<file path="config.mk">
export PLATFORM = sky130hd
export DESIGN_NAME = mandelbrot_escape_time
export DESIGN_NICKNAME = d
export VERILOG_FILES = /design/src/hdl/mbt_pkg.sv /design/src/hdl/mbt_mul.sv /design/src/hdl/mbt_core.sv /design/src/hdl/mandelbrot_escape_time.sv
export VERILOG_INCLUDE_DIRS = /design/src /design/src/hdl
export SDC_FILE = /design/constraint.sdc
export NUM_CORES = 2
export LEC_CHECK = 0
export CORE_UTILIZATION = 55
export CTS_CLUSTER_DIAMETER = 30
export DETAILED_ROUTE_END_ITERATION = 10
export DONT_BUFFER_PORTS = 1
export PLACE_DENSITY_LB_ADDON = 0.2
export SYNTH_ARGS = -nofsm -noshare
export SYNTH_HDL_FRONTEND = slang
export SYNTH_HIERARCHICAL = 1
export SYNTH_SLANG_ARGS = --single-unit
</file>
<file path="constraint.sdc">
create_clock -name clk -period 38.2 [get_ports clk]
set_clock_uncertainty 0.15 [all_clocks]
set_input_delay 1.91 -clock clk [delete_from_list [all_inputs] [get_ports clk]]
set_output_delay 1.91 -clock clk [all_outputs]
set_load 0.01 [all_outputs]
</file>
<file path="src/hdl/mandelbrot_escape_time_macros.svh">
// assertion macros shared by the escape-time block
`ifndef MANDELBROT_ESCAPE_TIME_MACROS_SVH
`define MANDELBROT_ESCAPE_TIME_MACROS_SVH

// same-cycle implication, clocked on clk, off during rst
`define MBT_ASSERT_IMP(lbl, ante, cons, msg) \
  lbl: assert property (@(posedge clk) disable iff (rst) (ante) |-> (cons)) \
    else $error(msg);

// next-cycle implication, clocked on clk, off during rst
`define MBT_ASSERT_NXT(lbl, ante, cons, msg) \
  lbl: assert property (@(posedge clk) disable iff (rst) (ante) |=> (cons)) \
    else $error(msg);

`endif

</file>
<file path="src/hdl/mbt_pkg.sv">
// shared types and constants for the escape-time block
package mbt_pkg;

  localparam int unsigned PT_W        = 32;
  localparam int unsigned CNT_W       = 16;
  localparam int unsigned MUL_DIGIT_W = 16;
  localparam logic [CNT_W-1:0] LIMIT_RESET = 16'd1000;

  typedef enum logic [2:0] {
    ST_IDLE,
    ST_CHECK,
    ST_XX,
    ST_YY,
    ST_XY,
    ST_UPD,
    ST_DONE
  } state_t;

  typedef struct packed {
    logic [CNT_W-1:0] count;
    logic             in_set;
  } res_t;

endpackage

</file>
<file path="src/hdl/mbt_mul.sv">
// digit-serial unsigned multiplier, one 16-bit digit of b per cycle
module mbt_mul #(
  parameter int unsigned A_W = 29
) (
  input  logic             clk,
  input  logic             rst,
  input  logic             start,
  input  logic [A_W-1:0]   a,
  input  logic [A_W-1:0]   b,
  output logic             done,
  output logic [2*A_W-1:0] product
);

  localparam int unsigned D     = mbt_pkg::MUL_DIGIT_W;
  localparam int unsigned NCH   = (A_W + D - 1) / D;
  localparam int unsigned B_W   = NCH * D;
  localparam int unsigned ACC_W = A_W + B_W;
  localparam int unsigned LEFT_W = $clog2(NCH + 1);

  logic [A_W-1:0]    a_r;
  logic [B_W-1:0]    b_r;
  logic [ACC_W-1:0]  acc;
  logic [LEFT_W-1:0] left;
  logic              busy;
  logic [A_W+D-1:0]  pp;

  assign pp = a_r * b_r[B_W-1 -: D];

  always_ff @(posedge clk) begin
    if (rst) begin
      busy <= 1'b0;
      done <= 1'b0;
    end else begin
      done <= 1'b0;
      if (start) begin
        busy <= 1'b1;
      end else if (busy && left == LEFT_W'(1)) begin
        busy <= 1'b0;
        done <= 1'b1;
      end
    end
  end

  always_ff @(posedge clk) begin
    if (start) begin
      a_r  <= a;
      b_r  <= B_W'(b);
      acc  <= '0;
      left <= LEFT_W'(NCH);
    end else if (busy) begin
      acc  <= (acc << D) + ACC_W'(pp);
      b_r  <= b_r << D;
      left <= left - 1'b1;
    end
  end

  assign product = acc[2*A_W-1:0];

endmodule

</file>
<file path="src/hdl/mbt_core.sv">
// iteration sequencer and datapath around the shared multiplier
`include "mandelbrot_escape_time_macros.svh"

module mbt_core #(
  parameter int unsigned FRAC_BITS = 28
) (
  input  logic                             clk,
  input  logic                             rst,
  input  logic                             start,
  input  logic signed [mbt_pkg::PT_W-1:0]  cx_in,
  input  logic signed [mbt_pkg::PT_W-1:0]  cy_in,
  input  logic [mbt_pkg::CNT_W-1:0]        limit,
  output logic                             idle,
  output logic                             res_valid,
  input  logic                             res_ready,
  output mbt_pkg::res_t                    res
);

  localparam int unsigned ZW = FRAC_BITS + 8;
  localparam int unsigned MW = FRAC_BITS + 1;
  localparam int unsigned PW = 2 * MW;
  localparam int unsigned SW = (ZW > 33) ? ZW : 33;

  mbt_pkg::state_t state, state_next;

  logic signed [ZW-1:0]            x, y;
  logic signed [mbt_pkg::PT_W-1:0] cx, cy;
  logic [mbt_pkg::CNT_W-1:0]       count;
  logic [MW-1:0]                   ax_r, ay_r;
  logic                            neg_r;
  logic [PW-1:0]                   sxx, syy, pxy;

  logic [ZW-1:0]                   ax_full, ay_full;
  logic                            big;
  logic [PW:0]                     esc_sum;
  logic                            escape;
  logic signed [PW:0]              diff, pxy_s;
  logic signed [FRAC_BITS+2:0]     nxs;
  logic signed [FRAC_BITS+3:0]     nys;
  logic signed [SW-1:0]            nx_sum, ny_sum;
  logic [ZW-1:0]                   nx, ny;
  logic                            fixed;

  logic                            mul_start, mul_done;
  logic [MW-1:0]                   mul_a, mul_b;
  logic [PW-1:0]                   mul_prod;

  function automatic logic [ZW-1:0] sat(input logic [SW-1:0] v);
    logic hi_ok;
    hi_ok = (v[SW-1:ZW-1] == {(SW-ZW+1){v[SW-1]}});
    if (hi_ok) begin
      sat = v[ZW-1:0];
    end else if (v[SW-1]) begin
      sat = {1'b1, {(ZW-1){1'b0}}};
    end else begin
      sat = {1'b0, {(ZW-1){1'b1}}};
    end
  endfunction

  mbt_mul #(.A_W(MW)) u_mul (
    .clk     (clk),
    .rst     (rst),
    .start   (mul_start),
    .a       (mul_a),
    .b       (mul_b),
    .done    (mul_done),
    .product (mul_prod)
  );

  // magnitudes of z and the early escape on either part reaching 2
  assign ax_full = x[ZW-1] ? (~x + 1'b1) : x;
  assign ay_full = y[ZW-1] ? (~y + 1'b1) : y;
  assign big     = (|ax_full[ZW-1:MW]) || (|ay_full[ZW-1:MW]);

  // |z|^2 >= 4 shows as the carry out of the square sum
  assign esc_sum = {1'b0, sxx} + {1'b0, mul_prod};
  assign escape  = esc_sum[PW];

  assign diff   = $signed({1'b0, sxx}) - $signed({1'b0, syy});
  assign pxy_s  = neg_r ? -$signed({1'b0, pxy}) : $signed({1'b0, pxy});
  assign nxs    = diff[PW:FRAC_BITS];
  assign nys    = pxy_s[PW:FRAC_BITS-1];
  assign nx_sum = SW'(nxs) + SW'(cx);
  assign ny_sum = SW'(nys) + SW'(cy);
  assign nx     = sat(nx_sum);
  assign ny     = sat(ny_sum);
  assign fixed  = (nx == x) && (ny == y);

  always_ff @(posedge clk) begin
    if (rst) begin
      state <= mbt_pkg::ST_IDLE;
    end else begin
      state <= state_next;
    end
  end

  always_comb begin
    state_next = state;
    mul_start  = 1'b0;
    mul_a      = ax_r;
    mul_b      = ay_r;
    case (state)
      mbt_pkg::ST_IDLE: begin
        if (start) begin
          state_next = mbt_pkg::ST_CHECK;
        end
      end
      mbt_pkg::ST_CHECK: begin
        if (count >= limit || big) begin
          state_next = mbt_pkg::ST_DONE;
        end else begin
          mul_start  = 1'b1;
          mul_a      = ax_full[MW-1:0];
          mul_b      = ax_full[MW-1:0];
          state_next = mbt_pkg::ST_XX;
        end
      end
      mbt_pkg::ST_XX: begin
        if (mul_done) begin
          mul_start  = 1'b1;
          mul_a      = ay_r;
          mul_b      = ay_r;
          state_next = mbt_pkg::ST_YY;
        end
      end
      mbt_pkg::ST_YY: begin
        if (mul_done) begin
          if (escape) begin
            state_next = mbt_pkg::ST_DONE;
          end else begin
            mul_start  = 1'b1;
            state_next = mbt_pkg::ST_XY;
          end
        end
      end
      mbt_pkg::ST_XY: begin
        if (mul_done) begin
          state_next = mbt_pkg::ST_UPD;
        end
      end
      mbt_pkg::ST_UPD: begin
        state_next = fixed ? mbt_pkg::ST_DONE : mbt_pkg::ST_CHECK;
      end
      mbt_pkg::ST_DONE: begin
        if (res_ready) begin
          state_next = mbt_pkg::ST_IDLE;
        end
      end
      default: begin
        state_next = mbt_pkg::ST_IDLE;
      end
    endcase
  end

  always_ff @(posedge clk) begin
    case (state)
      mbt_pkg::ST_IDLE: begin
        if (start) begin
          x     <= '0;
          y     <= '0;
          count <= '0;
          cx    <= cx_in;
          cy    <= cy_in;
        end
      end
      mbt_pkg::ST_CHECK: begin
        ax_r  <= ax_full[MW-1:0];
        ay_r  <= ay_full[MW-1:0];
        neg_r <= x[ZW-1] ^ y[ZW-1];
      end
      mbt_pkg::ST_XX: begin
        if (mul_done) begin
          sxx <= mul_prod;
        end
      end
      mbt_pkg::ST_YY: begin
        if (mul_done) begin
          syy <= mul_prod;
        end
      end
      mbt_pkg::ST_XY: begin
        if (mul_done) begin
          pxy <= mul_prod;
        end
      end
      mbt_pkg::ST_UPD: begin
        if (fixed) begin
          count <= limit;
        end else begin
          x     <= nx;
          y     <= ny;
          count <= count + 1'b1;
        end
      end
      default: begin
      end
    endcase
  end

  assign idle       = (state == mbt_pkg::ST_IDLE);
  assign res_valid  = (state == mbt_pkg::ST_DONE);
  assign res.count  = count;
  assign res.in_set = (count == limit);

  `MBT_ASSERT_IMP(a_mul_done_waited, mul_done, state == mbt_pkg::ST_XX || state == mbt_pkg::ST_YY || state == mbt_pkg::ST_XY, "multiplier result with no product pending")
  `MBT_ASSERT_NXT(a_count_step, state == mbt_pkg::ST_UPD && !fixed, state == mbt_pkg::ST_CHECK && count == mbt_pkg::CNT_W'($past(count) + 1'b1), "iteration count did not advance by one")
  `MBT_ASSERT_NXT(a_fixed_point, state == mbt_pkg::ST_UPD && fixed, state == mbt_pkg::ST_DONE && count == $past(limit), "fixed point did not jump to the limit")
  `MBT_ASSERT_NXT(a_result_held, res_valid && !res_ready, res_valid && $stable(count), "pending result changed before transfer")

endmodule

</file>
<file path="src/hdl/mandelbrot_escape_time.sv">
// escape-time top level: stream ports, limit register and output register
// iterates z = z^2 + c until the limit, an escape by |z|^2 >= 4 or a fixed point
// each square or product is taken over d = ceil((FRAC_BITS + 1) / 16) multiplier digits; d = 2 at FRAC_BITS = 28
// one point at a time: s_axis_tready is high only while no point is being iterated
// a finished result waits in the output register while the next point is taken
// rst (synchronous) empties the output register and sets iteration_limit to 1000
module mandelbrot_escape_time #(
  parameter int unsigned FRAC_BITS = 28
) (
  input  logic        clk,
  input  logic        rst,
  input  logic        cfg_wr_en,
  input  logic [15:0] cfg_wr_data,    // iteration_limit
  input  logic        s_axis_tvalid,
  output logic        s_axis_tready,
  input  logic [63:0] s_axis_tdata,   // point_real [31:0], point_imag [63:32]
  output logic        m_axis_tvalid,
  input  logic        m_axis_tready,
  output logic [15:0] m_axis_tdata,   // iteration_count [15:0]
  output logic        m_axis_tuser    // inside_set [0]
);

  logic [mbt_pkg::CNT_W-1:0] limit;
  logic                      core_idle;
  logic                      res_valid;
  logic                      res_ready;
  mbt_pkg::res_t             res;

  always_ff @(posedge clk) begin
    if (rst) begin
      limit <= mbt_pkg::LIMIT_RESET;
    end else if (cfg_wr_en) begin
      limit <= cfg_wr_data;
    end
  end

  assign s_axis_tready = core_idle;
  assign res_ready     = !m_axis_tvalid || m_axis_tready;

  mbt_core #(.FRAC_BITS(FRAC_BITS)) u_core (
    .clk       (clk),
    .rst       (rst),
    .start     (s_axis_tvalid && s_axis_tready),
    .cx_in     ($signed(s_axis_tdata[31:0])),
    .cy_in     ($signed(s_axis_tdata[63:32])),
    .limit     (limit),
    .idle      (core_idle),
    .res_valid (res_valid),
    .res_ready (res_ready),
    .res       (res)
  );

  // output register, which can be refilled in the cycle its transfer completes
  always_ff @(posedge clk) begin
    if (rst) begin
      m_axis_tvalid <= 1'b0;
    end else if (res_valid && res_ready) begin
      m_axis_tvalid <= 1'b1;
    end else if (m_axis_tready) begin
      m_axis_tvalid <= 1'b0;
    end
  end

  always_ff @(posedge clk) begin
    if (res_valid && res_ready) begin
      m_axis_tdata <= res.count;
      m_axis_tuser <= res.in_set;
    end
  end

endmodule
</file>
==> run summary <==
Max cap viols = 0
Initial antenna violation count = 1
Final Slew Violations = 0
Worst vdd ir = 141 uV
EDFF count, synth = 454
Count of different cell masters after synthesis = 107
Max stage delay on crit path = 0.65 ns
Outcome = completed
Synth Area in Simple Gates = 15.2%
# resized after CTS = 0
Worst-path cell chain = nor4_1 > nand4_1 > or3_4 > or4_4 > or4_4 > or3_4 > or4b_4 > or4_4 > nand2_1 > xnor2_1 > ha_1 > nand2_1 > o31ai_1 > nand2_1 > o21a_1 > a21oi_1 > nor4b_1 > or4_1 > or4_1 > or4_1 > nor2_2 > buf_4 > a21boi_4 > buf_4
Worst-path clk slew = 0.05 ns
ANT cells = 0
CTS Buf Count = 107
# IOs = 104
Post-CTS setup buffer count = 0
Slew at the pin closest to its max-slew limit = 1.10 ns
Final Hold Fails = 0
Async S/R FF share, synth = 0%
Synth area leader = edfxtp_1
Hold buffers post-CTS = 0
Final Cell Area = 51700 sq um
Input/output buffers = 0
Yosys Warn Count = 6
Initial Utilization = 55.5%
Worst hold slack = 0.331 ns
Die height = 295 um
Post-synthesis adder-cell area fraction = 26.1%
Max clock buf depth = 3
Routability cong. = 0.997
Setup TNS = 0 ns
Layout cell share with drive strength beyond 1 = 6.75%
Core area = 85100 sq um
F_max = 0.109 GHz
Pleak = 0.0221 uW
Vias in the first global route = 35200
Worst hold path type = register to register
Area contributors post-synth = edfxtp_1 (29%), fa_1 (17%), ha_1 (8.9%)
Clock sink count = 539
Seq/Total Area, Yosys = 32.5%
Root Driver = clkbuf_16
Post-synth top area share = 28.9%
Final Power = 4790 uW
PD cells = 92.6 nW/um^2
CTS tree = done
Post-DP Area = 48100 sq um
Initial DRC Count = 2765
CP Data Arrival Time = 9.26 ns
Vias = 35200
H-Tree Depth = 3
Remaining DRCs = 0
FF+latch count, synth = 539
Synth Area in Compound Gates = 12.1%
Wire length of the first global-routing pass = 209000 um
Placed wire-length estimate = 105000 um
Synth Area in XOR/XNOR = 5.31%
Wire length per cell = 23.1 um
Cell count after synthesis = 4741
Die width = 295 um
Syn nets = 5568
CP endpoint kind = register
Worst skew pair latency = 0.66 ns
Syn avg cell area = 9.96 sq um
Synthesized area = 47200 sq um
Pin count of the biggest net entering global routing = 85
CP max stage cell = o31ai_1
Tmin final = 9.15 ns
All-Layer GR Usage = 31.9%
Critical Path RT = 38.32 ns
Slew headroom = 26.5%
Peak fanout along the critical path = 66
Top FF cell, synth = edfxtp_1
Multiplexer share of the synthesized area = 1.65%
Critical path class = register to register
Nets = 5494
CP Launch Type = register
Die Footprint = 87000 sq um
First drt pass iteration count = 6
RSZ-0062 raised after global routing = no
Crit share post-route = 23.9%
GR Overflow Total = 0
Largest family of logic cells by synthesized area = adder cells
Final Setup Violations = 0
Detailed-route vias per instance = 5.97
Row count = 107
DRT antenna net count = 0
Synthesis-to-layout area growth = 9.58%
Final WL = 136000 um
path summary, 6_finish.rpt:
check                                          start                    to  slack [ns]  depth (start not counted)
worst max register to register        u_core/pxy[26]          u_core/x[15]       29.05                         24
worst min-delay path            u_core/u_mul/b_r[13]  u_core/u_mul/b_r[29]        0.33                          2
worst max-delay path                  u_core/pxy[26]          u_core/x[15]       29.05                         24
worst min register to register  u_core/u_mul/b_r[13]  u_core/u_mul/b_r[29]        0.33                          2
cells in the final DEF (no fill, tap or decap), types with 55 or more instances in the layout:
cell       synthesis  final
inv_1            633    633
nand2_1          492    491
edfxtp_1         454    454
fa_1             407    407
ha_1             335    335
and2_1           232    231
nor2_1           228    225
a21oi_1          182    182
xnor2_1          181    181
o21ai_0          146    146
a21o_1           120    120
clkbuf_16          0    110
dfxtp_1           85     84
xor2_1            77     77
nor3_1            66     65
nand4_1           63     63
mux2i_1           61     61
nor2b_1           56     55
cell families (layout without fill, tap and decap cells):
logic type | count (synthesis) | in the layout
adder cells (fa/ha/maj) | 742 | 742
flip-flops | 539 | 539
AO/OA/AOI/OAI | 833 | 833
multiplexers | 76 | 76
XOR/XNOR | 269 | 269
AND/OR/NAND/NOR | 1420 | 1420
buffers and inverters | 862 | 878
metal layers:
layer  vias to the layer above  routed length [um]  GRT usage, %  part of all wire, %
met3                       356                8640          5.27                  6.3
met4                         2                7690          17.2                  5.6
met2                      1325               65500          53.4                   48
met5                         -                  10             0               0.0073
met1                     17500               54600          39.6                   40
li1                      16100                   -             -                    -
stage by stage:
step	instances	utilization, %	worst slack [ns]
2_1_floorplan	4741	-	26.26
3_3_place_gp	5702	56.5	29.21
3_5_place_dp	5702	56.5	29.16
4_1_cts	5901	60.8	29.11
5_1_grt	5901	60.8	28.47
6_report	5901	60.8	29.05
cell usage after synthesis (17+ instances only):
library cell / instances
inv_1: 633
nand2_1: 492
edfxtp_1: 454
fa_1: 407
ha_1: 335
and2_1: 232
nor2_1: 228
clkbuf_1: 194
a21oi_1: 182
xnor2_1: 181
o21ai_0: 146
a21o_1: 120
dfxtp_1: 85
xor2_1: 77
nor3_1: 66
nand4_1: 63
mux2i_1: 61
nor2b_1: 56
nand3_1: 52
nand2b_1: 46
a211oi_1: 33
a221o_1: 33
o31ai_1: 31
o21a_1: 28
and3_1: 27
a31oi_1: 26
o211ai_1: 26
nor4_1: 24
or3_1: 21
or4_1: 21
o21bai_1: 18
or2_2: 17
registers in the layout, summed over array words and instances (netlist names), 2 cells and up:
register,cells
u_core/u_mul/a_r,29
m_axis_tdata,16
u_core/u_mul/left,2
u_core/ay_r,29
u_core/syy,58
u_core/sxx,58
u_core/cx,32
u_core/state,3
u_core/u_mul/acc,58
u_core/cy,32
u_core/x,33
u_core/y,33
limit,16
u_core/count,16
u_core/pxy,58
u_core/u_mul/b_r,32
u_core/ax_r,29
power breakdown:
| part | switching, uW | internal (uW) |
|---|---|---|
| clock network | 332 | 616 |
| registers | 163 | 793 |
| logic | 1860 | 1030 |
worst max-delay path: cells and delay by family, from the launching register on:
kind | cells | cell delay, ns
xor+xnor | 1 | 0.07
flops | 1 | 0.38
compound gates | 4 | 1.51
fa+ha+maj | 1 | 0.45
buf+inv | 2 | 0.77
simple gates | 16 | 5.27
final cells by class:
type                            count  area (sq um)
Clock buffer                      126          2860
Multi-Input combinational cell   3340         28600
Inverter                          633          2380
Tap cell                         1144          1430
Clock inverter                     73           821
Fill cell                        7237         33400
Timing Repair Buffer               46           345
Sequential cell                   539         15300
Power figures use the tool's default switching activity.
